==> src/rtl/frame_pacer_with_average_rate_top_defines.svh <==
// Assertion helpers shared by the pacer RTL.
`ifndef FRAME_PACER_WITH_AVERAGE_RATE_TOP_DEFINES_SVH
`define FRAME_PACER_WITH_AVERAGE_RATE_TOP_DEFINES_SVH

`ifndef NO_ASSERTIONS
`define FPAR_ASSERT(lbl, clk, rst_n, prop, msg) \
    lbl: assert property (@(posedge clk) disable iff (!rst_n) prop) else $error(msg);
`define FPAR_ASSERT_NEXT(lbl, clk, rst_n, ante, cons, msg) \
    lbl: assert property (@(posedge clk) disable iff (!rst_n) (ante) |=> (cons)) else $error(msg);
`else
`define FPAR_ASSERT(lbl, clk, rst_n, prop, msg)
`define FPAR_ASSERT_NEXT(lbl, clk, rst_n, ante, cons, msg)
`endif

`endif

==> src/rtl/fpar_pkg.sv <==
package fpar_pkg;

    localparam int TIME_W     = 48;
    localparam int WORK_W     = 32;
    localparam int PERIOD_W   = 24;
    localparam int RATE_W     = 32;
    localparam int CFG_IDX_W  = 2;
    localparam int CFG_DATA_W = 32;

    localparam int WINDOW_DEPTH_DEF = 8;

    localparam logic [PERIOD_W-1:0] FRAME_PERIOD_RST = 24'd16667;
    localparam logic [RATE_W-1:0]   TICK_RATE_RST    = 32'd1000000;

    // configuration register indexes
    localparam logic [CFG_IDX_W-1:0] CFG_FRAME_PERIOD = 2'd0;
    localparam logic [CFG_IDX_W-1:0] CFG_TICK_RATE    = 2'd1;

    // event kinds
    localparam logic OP_START = 1'b0;
    localparam logic OP_END   = 1'b1;

endpackage

==> src/rtl/fpar_ram.sv <==
module fpar_ram #(
    parameter int WIDTH = 32,
    parameter int DEPTH = 8,
    parameter int ADDR_W = (DEPTH > 1) ? $clog2(DEPTH) : 1
) (
    input  logic              i_clk,
    input  logic              i_we,
    input  logic [ADDR_W-1:0] i_waddr,
    input  logic [WIDTH-1:0]  i_wdata,
    input  logic [ADDR_W-1:0] i_raddr,
    output logic [WIDTH-1:0]  o_rdata
);

    logic [WIDTH-1:0] r_mem [0:DEPTH-1];
    logic [WIDTH-1:0] r_rdata;

    always_ff @(posedge i_clk) begin
        if (i_we) begin
            r_mem[i_waddr] <= i_wdata;
        end
        r_rdata <= r_mem[i_raddr];
    end

    assign o_rdata = r_rdata;

endmodule

==> src/rtl/fpar_div.sv <==
`include "frame_pacer_with_average_rate_top_defines.svh"

// Restoring divider, one quotient bit per cycle.
module fpar_div #(
    parameter int DW = 35
) (
    input  logic                      i_clk,
    input  logic                      i_rst_n,
    input  logic                      i_start,
    input  logic [DW-1:0]             i_dividend,
    input  logic [fpar_pkg::WORK_W-1:0] i_divisor,
    output logic                      o_done,
    output logic [DW-1:0]             o_quotient
);

    localparam int VW    = fpar_pkg::WORK_W;
    localparam int CNT_W = $clog2(DW + 1);

    logic [VW-1:0]    r_rem,     n_rem;
    logic [DW-1:0]    r_quo,     n_quo;
    logic [VW-1:0]    r_divisor, n_divisor;
    logic [CNT_W-1:0] r_cnt,     n_cnt;
    logic             r_busy,    n_busy;
    logic             r_done,    n_done;
    logic [VW+1:0]    trial;
    logic             ge;

    always_comb begin
        trial     = {1'b0, r_rem, r_quo[DW-1]} - {2'b00, r_divisor};
        ge        = !trial[VW+1];
        n_rem     = r_rem;
        n_quo     = r_quo;
        n_divisor = r_divisor;
        n_cnt     = r_cnt;
        n_busy    = r_busy;
        n_done    = 1'b0;
        if (i_start) begin
            n_rem     = '0;
            n_quo     = i_dividend;
            n_divisor = i_divisor;
            n_cnt     = CNT_W'(DW);
            n_busy    = 1'b1;
        end else if (r_busy) begin
            n_rem = ge ? trial[VW-1:0] : {r_rem[VW-2:0], r_quo[DW-1]};
            n_quo = {r_quo[DW-2:0], ge};
            n_cnt = r_cnt - CNT_W'(1);
            if (r_cnt == CNT_W'(1)) begin
                n_busy = 1'b0;
                n_done = 1'b1;
            end
        end
    end

    always_ff @(posedge i_clk) begin
        if (!i_rst_n) begin
            r_cnt  <= '0;
            r_busy <= 1'b0;
            r_done <= 1'b0;
        end else begin
            r_cnt  <= n_cnt;
            r_busy <= n_busy;
            r_done <= n_done;
        end
        r_rem     <= n_rem;
        r_quo     <= n_quo;
        r_divisor <= n_divisor;
    end

    assign o_done     = r_done;
    assign o_quotient = r_quo;

    `FPAR_ASSERT(a_no_restart, i_clk, i_rst_n, i_start |-> !r_busy, "divider restarted while busy")
    `FPAR_ASSERT(a_done_idle, i_clk, i_rst_n, r_done |-> !r_busy, "done while still iterating")
    `FPAR_ASSERT(a_busy_cnt, i_clk, i_rst_n, r_busy |-> (r_cnt != '0), "busy with zero step count")

endmodule

==> src/rtl/frame_pacer_with_average_rate_top.sv <==
// Frame pacer with moving-average work time and frame rate.
// Input channel (i_in_valid / o_in_stall): one beat carries an event kind
// (i_op: 0 frame start, 1 frame end) and the current timestamp i_now_time.
// Output channel (o_out_valid / i_out_stall): exactly one result beat per
// input beat, in order: wait ticks, work ticks, average work, frame rate,
// resync flag.
// Config channel (i_cfg_valid / o_cfg_ready, always ready): index 0 sets the
// frame period, index 1 the tick rate; other indexes are dropped.
// A start event goes from accept straight to the output load. An end event
// makes two passes through the shared one-bit-per-cycle divider, average
// first and then the rate, with sum update, resync check, two done handoffs,
// rate setup and the output load around them. A zero average skips the rate
// pass. One event is in flight at a time, so a new beat waits until the last
// one is through; the next beat is taken in the cycle after the result loads.
// Results sit in an output register; while the receiver stalls, the next
// event is still accepted and worked on, and its result waits until the
// register frees. Reset restores the default period and tick rate and clears
// deadline, frame start, sum, fill count and pointer; history entries are
// only read once written, so the history memory has no clearing pass.
`include "frame_pacer_with_average_rate_top_defines.svh"

module frame_pacer_with_average_rate_top #(
    parameter int WINDOW_DEPTH = fpar_pkg::WINDOW_DEPTH_DEF
) (
    input  logic                              i_clk,
    input  logic                              i_rst_n,
    input  logic                              i_in_valid,
    output logic                              o_in_stall,
    input  logic                              i_op,
    input  logic [fpar_pkg::TIME_W-1:0]       i_now_time,
    output logic                              o_out_valid,
    input  logic                              i_out_stall,
    output logic [fpar_pkg::TIME_W-1:0]       o_wait_ticks,
    output logic [fpar_pkg::WORK_W-1:0]       o_work_ticks,
    output logic [fpar_pkg::WORK_W-1:0]       o_average_work,
    output logic [fpar_pkg::RATE_W-1:0]       o_frame_rate,
    output logic                              o_resynced,
    input  logic                              i_cfg_valid,
    output logic                              o_cfg_ready,
    input  logic [fpar_pkg::CFG_IDX_W-1:0]    i_cfg_index,
    input  logic [fpar_pkg::CFG_DATA_W-1:0]   i_cfg_data
);

    localparam int TW    = fpar_pkg::TIME_W;
    localparam int WW    = fpar_pkg::WORK_W;
    localparam int PW    = fpar_pkg::PERIOD_W;
    localparam int RW    = fpar_pkg::RATE_W;
    localparam int PTR_W = (WINDOW_DEPTH > 1) ? $clog2(WINDOW_DEPTH) : 1;
    localparam int CNT_W = $clog2(WINDOW_DEPTH + 1);
    localparam int SUM_W = WW + $clog2(WINDOW_DEPTH);

    localparam logic [2:0] ST_IDLE  = 3'd0;
    localparam logic [2:0] ST_UPD   = 3'd1;
    localparam logic [2:0] ST_AVG   = 3'd2;
    localparam logic [2:0] ST_AVGW  = 3'd3;
    localparam logic [2:0] ST_RATE  = 3'd4;
    localparam logic [2:0] ST_RATEW = 3'd5;
    localparam logic [2:0] ST_OUT   = 3'd6;

    logic [2:0]       r_state,    n_state;
    logic [PW-1:0]    r_period,   n_period;
    logic [RW-1:0]    r_tick,     n_tick;
    logic [TW-1:0]    r_deadline, n_deadline;
    logic [TW-1:0]    r_fstart,   n_fstart;
    logic [PTR_W-1:0] r_ptr,      n_ptr;
    logic [CNT_W-1:0] r_count,    n_count;
    logic [SUM_W-1:0] r_sum,      n_sum;
    logic [WW-1:0]    r_avg,      n_avg;
    logic [RW-1:0]    r_rate,     n_rate;
    logic [TW-1:0]    r_now,      n_now;
    logic [TW-1:0]    r_wait,     n_wait;
    logic [WW-1:0]    r_work,     n_work;
    logic             r_resync,   n_resync;
    logic             r_ov,       n_ov;
    logic [TW-1:0]    r_o_wait,   n_o_wait;
    logic [WW-1:0]    r_o_work,   n_o_work;
    logic [WW-1:0]    r_o_avg,    n_o_avg;
    logic [RW-1:0]    r_o_rate,   n_o_rate;
    logic             r_o_resync, n_o_resync;

    logic             in_acc;
    logic             full;
    logic [TW-1:0]    diff;
    logic [WW-1:0]    hist_rdata;
    logic             hist_we;
    logic             div_start;
    logic [SUM_W-1:0] div_dividend;
    logic [WW-1:0]    div_divisor;
    logic             div_done;
    logic [SUM_W-1:0] div_quo;

    assign o_in_stall  = (r_state != ST_IDLE);
    assign o_cfg_ready = 1'b1;
    assign in_acc      = i_in_valid && !o_in_stall;
    assign full        = (r_count == CNT_W'(WINDOW_DEPTH));
    assign hist_we     = (r_state == ST_UPD);

    fpar_ram #(
        .WIDTH (WW),
        .DEPTH (WINDOW_DEPTH),
        .ADDR_W(PTR_W)
    ) u_hist (
        .i_clk  (i_clk),
        .i_we   (hist_we),
        .i_waddr(r_ptr),
        .i_wdata(r_work),
        .i_raddr(r_ptr),
        .o_rdata(hist_rdata)
    );

    always_comb begin
        div_start    = 1'b0;
        div_dividend = r_sum;
        div_divisor  = WW'(r_count);
        case (r_state)
            ST_AVG: begin
                div_start = 1'b1;
            end
            ST_RATE: begin
                div_start    = (r_avg != '0);
                div_dividend = SUM_W'(r_tick);
                div_divisor  = r_avg;
            end
            default: begin
                div_start = 1'b0;
            end
        endcase
    end

    fpar_div #(
        .DW(SUM_W)
    ) u_div (
        .i_clk     (i_clk),
        .i_rst_n   (i_rst_n),
        .i_start   (div_start),
        .i_dividend(div_dividend),
        .i_divisor (div_divisor),
        .o_done    (div_done),
        .o_quotient(div_quo)
    );

    always_comb begin
        n_state    = r_state;
        n_period   = r_period;
        n_tick     = r_tick;
        n_deadline = r_deadline;
        n_fstart   = r_fstart;
        n_ptr      = r_ptr;
        n_count    = r_count;
        n_sum      = r_sum;
        n_avg      = r_avg;
        n_rate     = r_rate;
        n_now      = r_now;
        n_wait     = r_wait;
        n_work     = r_work;
        n_resync   = r_resync;
        n_ov       = r_ov && i_out_stall;
        n_o_wait   = r_o_wait;
        n_o_work   = r_o_work;
        n_o_avg    = r_o_avg;
        n_o_rate   = r_o_rate;
        n_o_resync = r_o_resync;
        diff       = i_now_time - r_fstart;

        if (i_cfg_valid) begin
            if (i_cfg_index == fpar_pkg::CFG_FRAME_PERIOD) begin
                n_period = i_cfg_data[PW-1:0];
            end else if (i_cfg_index == fpar_pkg::CFG_TICK_RATE) begin
                n_tick = i_cfg_data[RW-1:0];
            end
        end

        case (r_state)
            ST_IDLE: begin
                if (in_acc) begin
                    n_now    = i_now_time;
                    n_resync = 1'b0;
                    if (i_op == fpar_pkg::OP_START) begin
                        n_work = '0;
                        if (r_deadline > i_now_time) begin
                            n_wait   = r_deadline - i_now_time;
                            n_fstart = r_deadline;
                        end else begin
                            n_wait   = '0;
                            n_fstart = i_now_time;
                        end
                        n_state = ST_OUT;
                    end else begin
                        n_wait = '0;
                        // end before start counts as zero work
                        if (i_now_time <= r_fstart) begin
                            n_work = '0;
                        end else if (diff[TW-1:WW] != '0) begin
                            n_work = '1;
                        end else begin
                            n_work = diff[WW-1:0];
                        end
                        n_state = ST_UPD;
                    end
                end
            end
            ST_UPD: begin
                // the slot's old value drops out once the window is full
                n_sum = r_sum - (full ? SUM_W'(hist_rdata) : '0) + SUM_W'(r_work);
                n_ptr = (r_ptr == PTR_W'(WINDOW_DEPTH - 1)) ? '0 : r_ptr + PTR_W'(1);
                if (!full) begin
                    n_count = r_count + CNT_W'(1);
                end
                n_deadline = r_deadline + TW'(r_period);
                n_state    = ST_AVG;
            end
            ST_AVG: begin
                if (r_deadline < r_now) begin
                    n_deadline = r_now + TW'(r_period);
                    n_resync   = 1'b1;
                end
                n_state = ST_AVGW;
            end
            ST_AVGW: begin
                if (div_done) begin
                    n_avg   = div_quo[WW-1:0];
                    n_state = ST_RATE;
                end
            end
            ST_RATE: begin
                if (r_avg == '0) begin
                    n_rate  = '0;
                    n_state = ST_OUT;
                end else begin
                    n_state = ST_RATEW;
                end
            end
            ST_RATEW: begin
                if (div_done) begin
                    n_rate  = div_quo[RW-1:0];
                    n_state = ST_OUT;
                end
            end
            ST_OUT: begin
                if (!r_ov || !i_out_stall) begin
                    n_ov       = 1'b1;
                    n_o_wait   = r_wait;
                    n_o_work   = r_work;
                    n_o_avg    = r_avg;
                    n_o_rate   = r_rate;
                    n_o_resync = r_resync;
                    n_state    = ST_IDLE;
                end
            end
            default: begin
                n_state = ST_IDLE;
            end
        endcase
    end

    always_ff @(posedge i_clk) begin
        if (!i_rst_n) begin
            r_state    <= ST_IDLE;
            r_period   <= fpar_pkg::FRAME_PERIOD_RST;
            r_tick     <= fpar_pkg::TICK_RATE_RST;
            r_deadline <= '0;
            r_fstart   <= '0;
            r_ptr      <= '0;
            r_count    <= '0;
            r_sum      <= '0;
            r_avg      <= '0;
            r_rate     <= '0;
            r_ov       <= 1'b0;
        end else begin
            r_state    <= n_state;
            r_period   <= n_period;
            r_tick     <= n_tick;
            r_deadline <= n_deadline;
            r_fstart   <= n_fstart;
            r_ptr      <= n_ptr;
            r_count    <= n_count;
            r_sum      <= n_sum;
            r_avg      <= n_avg;
            r_rate     <= n_rate;
            r_ov       <= n_ov;
        end
        r_now      <= n_now;
        r_wait     <= n_wait;
        r_work     <= n_work;
        r_resync   <= n_resync;
        r_o_wait   <= n_o_wait;
        r_o_work   <= n_o_work;
        r_o_avg    <= n_o_avg;
        r_o_rate   <= n_o_rate;
        r_o_resync <= n_o_resync;
    end

    assign o_out_valid    = r_ov;
    assign o_wait_ticks   = r_o_wait;
    assign o_work_ticks   = r_o_work;
    assign o_average_work = r_o_avg;
    assign o_frame_rate   = r_o_rate;
    assign o_resynced     = r_o_resync;

    `FPAR_ASSERT(a_count_max, i_clk, i_rst_n, r_count <= CNT_W'(WINDOW_DEPTH), "count overflow")
    `FPAR_ASSERT(a_ptr_fill, i_clk, i_rst_n, !full |-> (CNT_W'(r_ptr) == r_count), "ptr/count skew")
    `FPAR_ASSERT(a_div_state, i_clk, i_rst_n, div_done |-> (r_state == ST_AVGW || r_state == ST_RATEW), "stray done")
    `FPAR_ASSERT_NEXT(a_busy_after, i_clk, i_rst_n, in_acc, o_in_stall, "no stall after an accepted beat")

endmodule

==> config.mk <==
export PLATFORM = sky130hd
export DESIGN_NAME = frame_pacer_with_average_rate_top
export DESIGN_NICKNAME = d
export VERILOG_FILES = /design/src/rtl/fpar_pkg.sv /design/src/rtl/fpar_ram.sv /design/src/rtl/fpar_div.sv /design/src/rtl/frame_pacer_with_average_rate_top.sv
export VERILOG_INCLUDE_DIRS = /design/src /design/src/rtl
export SDC_FILE = /design/constraint.sdc
export NUM_CORES = 2
export LEC_CHECK = 0
export ABC_AREA = 1
export BUFFER_PORTS_ARGS = -buffer_cell sky130_fd_sc_hd__buf_2
export CORE_MARGIN = 2
export CORE_UTILIZATION = 25
export DETAILED_ROUTE_END_ITERATION = 8
export PLACE_DENSITY = 0.38
export SLEW_MARGIN = 20
export SYNTH_ARGS = -nofsm -noshare
export SYNTH_HDL_FRONTEND = slang
export SYNTH_HIERARCHICAL = 1
export SYNTH_SLANG_ARGS = --single-unit
==> constraint.sdc <==
create_clock -name i_clk -period 19.9 [get_ports i_clk]
set_input_delay 5.97 -clock i_clk [delete_from_list [all_inputs] [get_ports i_clk]]
set_output_delay 5.97 -clock i_clk [all_outputs]
set_load 0.03 [all_outputs]
==> results.tsv <==
metric	value	unit
Area Growth Syn to Fin	15.4	%
number of flops mapped to enable cells by yosys	597	
router iterations before antenna repair	5	
layout cell share with drive strength beyond 1	0.0861	
Peak VDD IR	0.0880	mV
Final Slew Violations	0	
Cells after Synth	6836	
crit path launch	i_now_time[14]	
DR iter-0 viols	2816	
unrepaired setup endpoints after global routing	false	
Post-CTS Resized	0	
status	completed	
cts-stage hold buffer count	0	
initial antenna violation count	14	
Fin Hold WS	0.421	ns
Root Driver	clkbuf_16	
Layout Nets	7404	
CP Max Fanout	50	
Placer Congestion	0.913	
min Tclk post-route	8.92	ns
most repeated cell in the gate-level netlist after synthesis	nand2_1	
synthesized area	0.0532	mm^2
register area share after synthesis	0.463	
Worst Setup End Kind	flop	
max cap viols	0	
row cnt	169	
Die Ht	465	um
CTS tree	built	
largest net degree at the start of global routing	84	
design area	0.0613	mm^2
Syn Area/Cell	7.78	um^2
Critical Path Sink	r_fstart[33]$_SDFFE_PN0P_	
vias	44200	
final cycle utilization of the critical path	0.448	
post-DP HPWL	154	mm
reg2reg end	r_sum[29]$_SDFFE_PN0P_	
vias in the first global route	44300	
Setup violations, final	0	
FF-to-FF Start	r_count[1]$_SDFFE_PN0P_	
top-area cell type share of the netlist area	0.337	
Final TNS setup	0	ns
Slew @ Worst Pin	1.10	ns
register-to-register setup slack	15.53	ns
core area	0.212	mm^2
kind of critical path	input port to flop	
Filler cells	23000	
DR DRC count	0	
overall routing resource usage	0.185	
clk_lat worst skew	0.77	ns
Primary FF master, synth	edfxtp_1	
reg2reg path depth	19	
Num CTS Buffers	115	
fmax	0.112	GHz
wire length per cell	20.4	um
yosys warns	6	
placed inst area	0.0573	mm^2
DP Cell Count	9744	
final core occ	0.290	
Hold Crit Class	flop to flop	
WP data required	20.51	ns
Synth cell types	59	
leading area contributor after synthesis	edfxtp_1	
input/output buffers	234	
top cells by count, synth	nand2_1 (1,986), inv_1 (1,221), edfxtp_1 (597)	
CP arrival	9.53	ns
first-pass GRT wire length	300	mm
Hold Violations, Final	0	
routed wire length	204	mm
Mapped Nets	7200	
# IOs	236	
H-tree depth	3	
clk slew on worst S/H paths	0.06	ns
Max-slew headroom	0.269	
postcts setup bufs	0	
async set-reset flop share out of synthesis	0	
Cell Pwr Density	143	mW/mm^2
Fin Clk Skew	0.0394	ns
final cell count without fillers	9970	
Die ar.	0.216	mm^2
Congestion Overflow GR	0	
leakage power	0.0280	uW
CTS Buffer Depth	3	
largest cells by area after synthesis	edfxtp_1 (34%), nand2_1 (14%), dfxtp_1 (13%)	
vias per inst	4.43	
antenna viol nets, final	0	
startpoint types	input port	
die width	465	um
# clock sinks	931	
Initial Util	0.251	
synthesis-stage register bit count	931	
-- registers in the layout, indices dropped and copies added (netlist names), 35 cells and up --
| name | cells |
|---|---|
| r_wait | 48 |
| u_div/o_quotient | 35 |
| r_now | 48 |
| r_sum | 35 |
| u_hist/r_mem | 256 |
| r_deadline | 48 |
| r_fstart | 48 |
| o_wait_ticks | 48 |
-- placed cells by master (no fill, tap or decap), drive strengths merged, types with 10 or more instances in the layout --
cell and n:
nand4 49, nor2 560, nand3b 53, nor4 16, or2 14, clkinvlp 10
o21ai 320, clkbuf 148, a21o 28, inv 1240, nor3 47, nand2 2002
xnor2 58, bufinv 15, edfxtp 597, nand3 453, clkinv 45, a21oi 428
dfxtp 334, o21bai 14, and2 14, buf 289, fa 36, xor2 70
ha 240, a31oi 14
-- cell families (layout without fill, tap and decap cells) --
group	after synthesis	after routing	share of synthesized area
flops	931	931	0.463
compound gates	843	843	0.0847
simple gates	3216	3216	0.253
fa+ha+maj	276	276	0.0701
buf+inv	1441	1747	0.108
other cells	1	8	0.0000706
xor+xnor	128	128	0.0211
-- metal layers --
metal  GRT usage  up-vias  routed length [um]  part of all wire
li1            -    22200                   -                 -
met3      0.0216      231                7260             0.036
met4      0.0573        6                6070             0.030
met5           0        -                  42           0.00021
met1       0.256    21000               98100              0.48
met2       0.302      814               92300              0.45
-- layout make-up --
| class | instances | area, um^2 | area share |
|---|---|---|---|
| sequential | 931 | 24600 | 0.401 |
| antenna | 7 | 17.5 | 0.000286 |
| tap | 2821 | 3530 | 0.0576 |
| clock buffer | 148 | 3130 | 0.0511 |
| multi-input combinational | 4464 | 23000 | 0.374 |
| clock inverter | 71 | 827 | 0.0135 |
| inverter | 1239 | 4660 | 0.0759 |
| timing repair buffer | 289 | 1590 | 0.0259 |
-- metrics by stage --
stage	total power, uW	worst slack [ns]
floorplan	5270	6.89
global placement	6660	9.90
detailed placement	6630	9.65
CTS	8910	10.51
global route	9450	10.70
finish	8790	10.98
-- critical path, stage by stage --
cell and delay [ns]:
buf_2 0.17, inv_1 0.07, ha_1 0.39, nand2_1 0.13, nor2_1 0.27, nand2_1 0.13
nor3_1 0.59, nand4_1 0.17, buf_4 0.37, nand2_1 0.32, buf_4 0.48, nand2_1 0.20
nand3_1 0.12, a21oi_1 0.07
-- report_power, final --
part	internal [uW]	switching (uW)	leakage, uW	total (uW)
clock network	1310	907	0.00192	2210
logic	1110	2570	0.0177	3680
registers	2510	385	0.00829	2900
-- worst min path at each step --
stage | start | to | slack (ns) | depth (start not counted)
after floorplan | r_resync$_DFFE_PP_ | o_resynced$_DFFE_PP_ | 0.40 | 0
after global placement | r_wait[42]$_SDFFCE_PP0P_ | o_wait_ticks[42]$_DFFE_PP_ | 0.42 | 0
after CTS | r_wait[47]$_SDFFCE_PP0P_ | o_wait_ticks[47]$_DFFE_PP_ | 0.42 | 0
final | r_wait[30]$_SDFFCE_PP0P_ | o_wait_ticks[30]$_DFFE_PP_ | 0.42 | 0
after detailed placement | r_wait[12]$_SDFFCE_PP0P_ | o_wait_ticks[12]$_DFFE_PP_ | 0.40 | 0
after global routing | r_wait[47]$_SDFFCE_PP0P_ | o_wait_ticks[47]$_DFFE_PP_ | 0.43 | 0
Note: power is estimated with default switching activity, not from simulation.
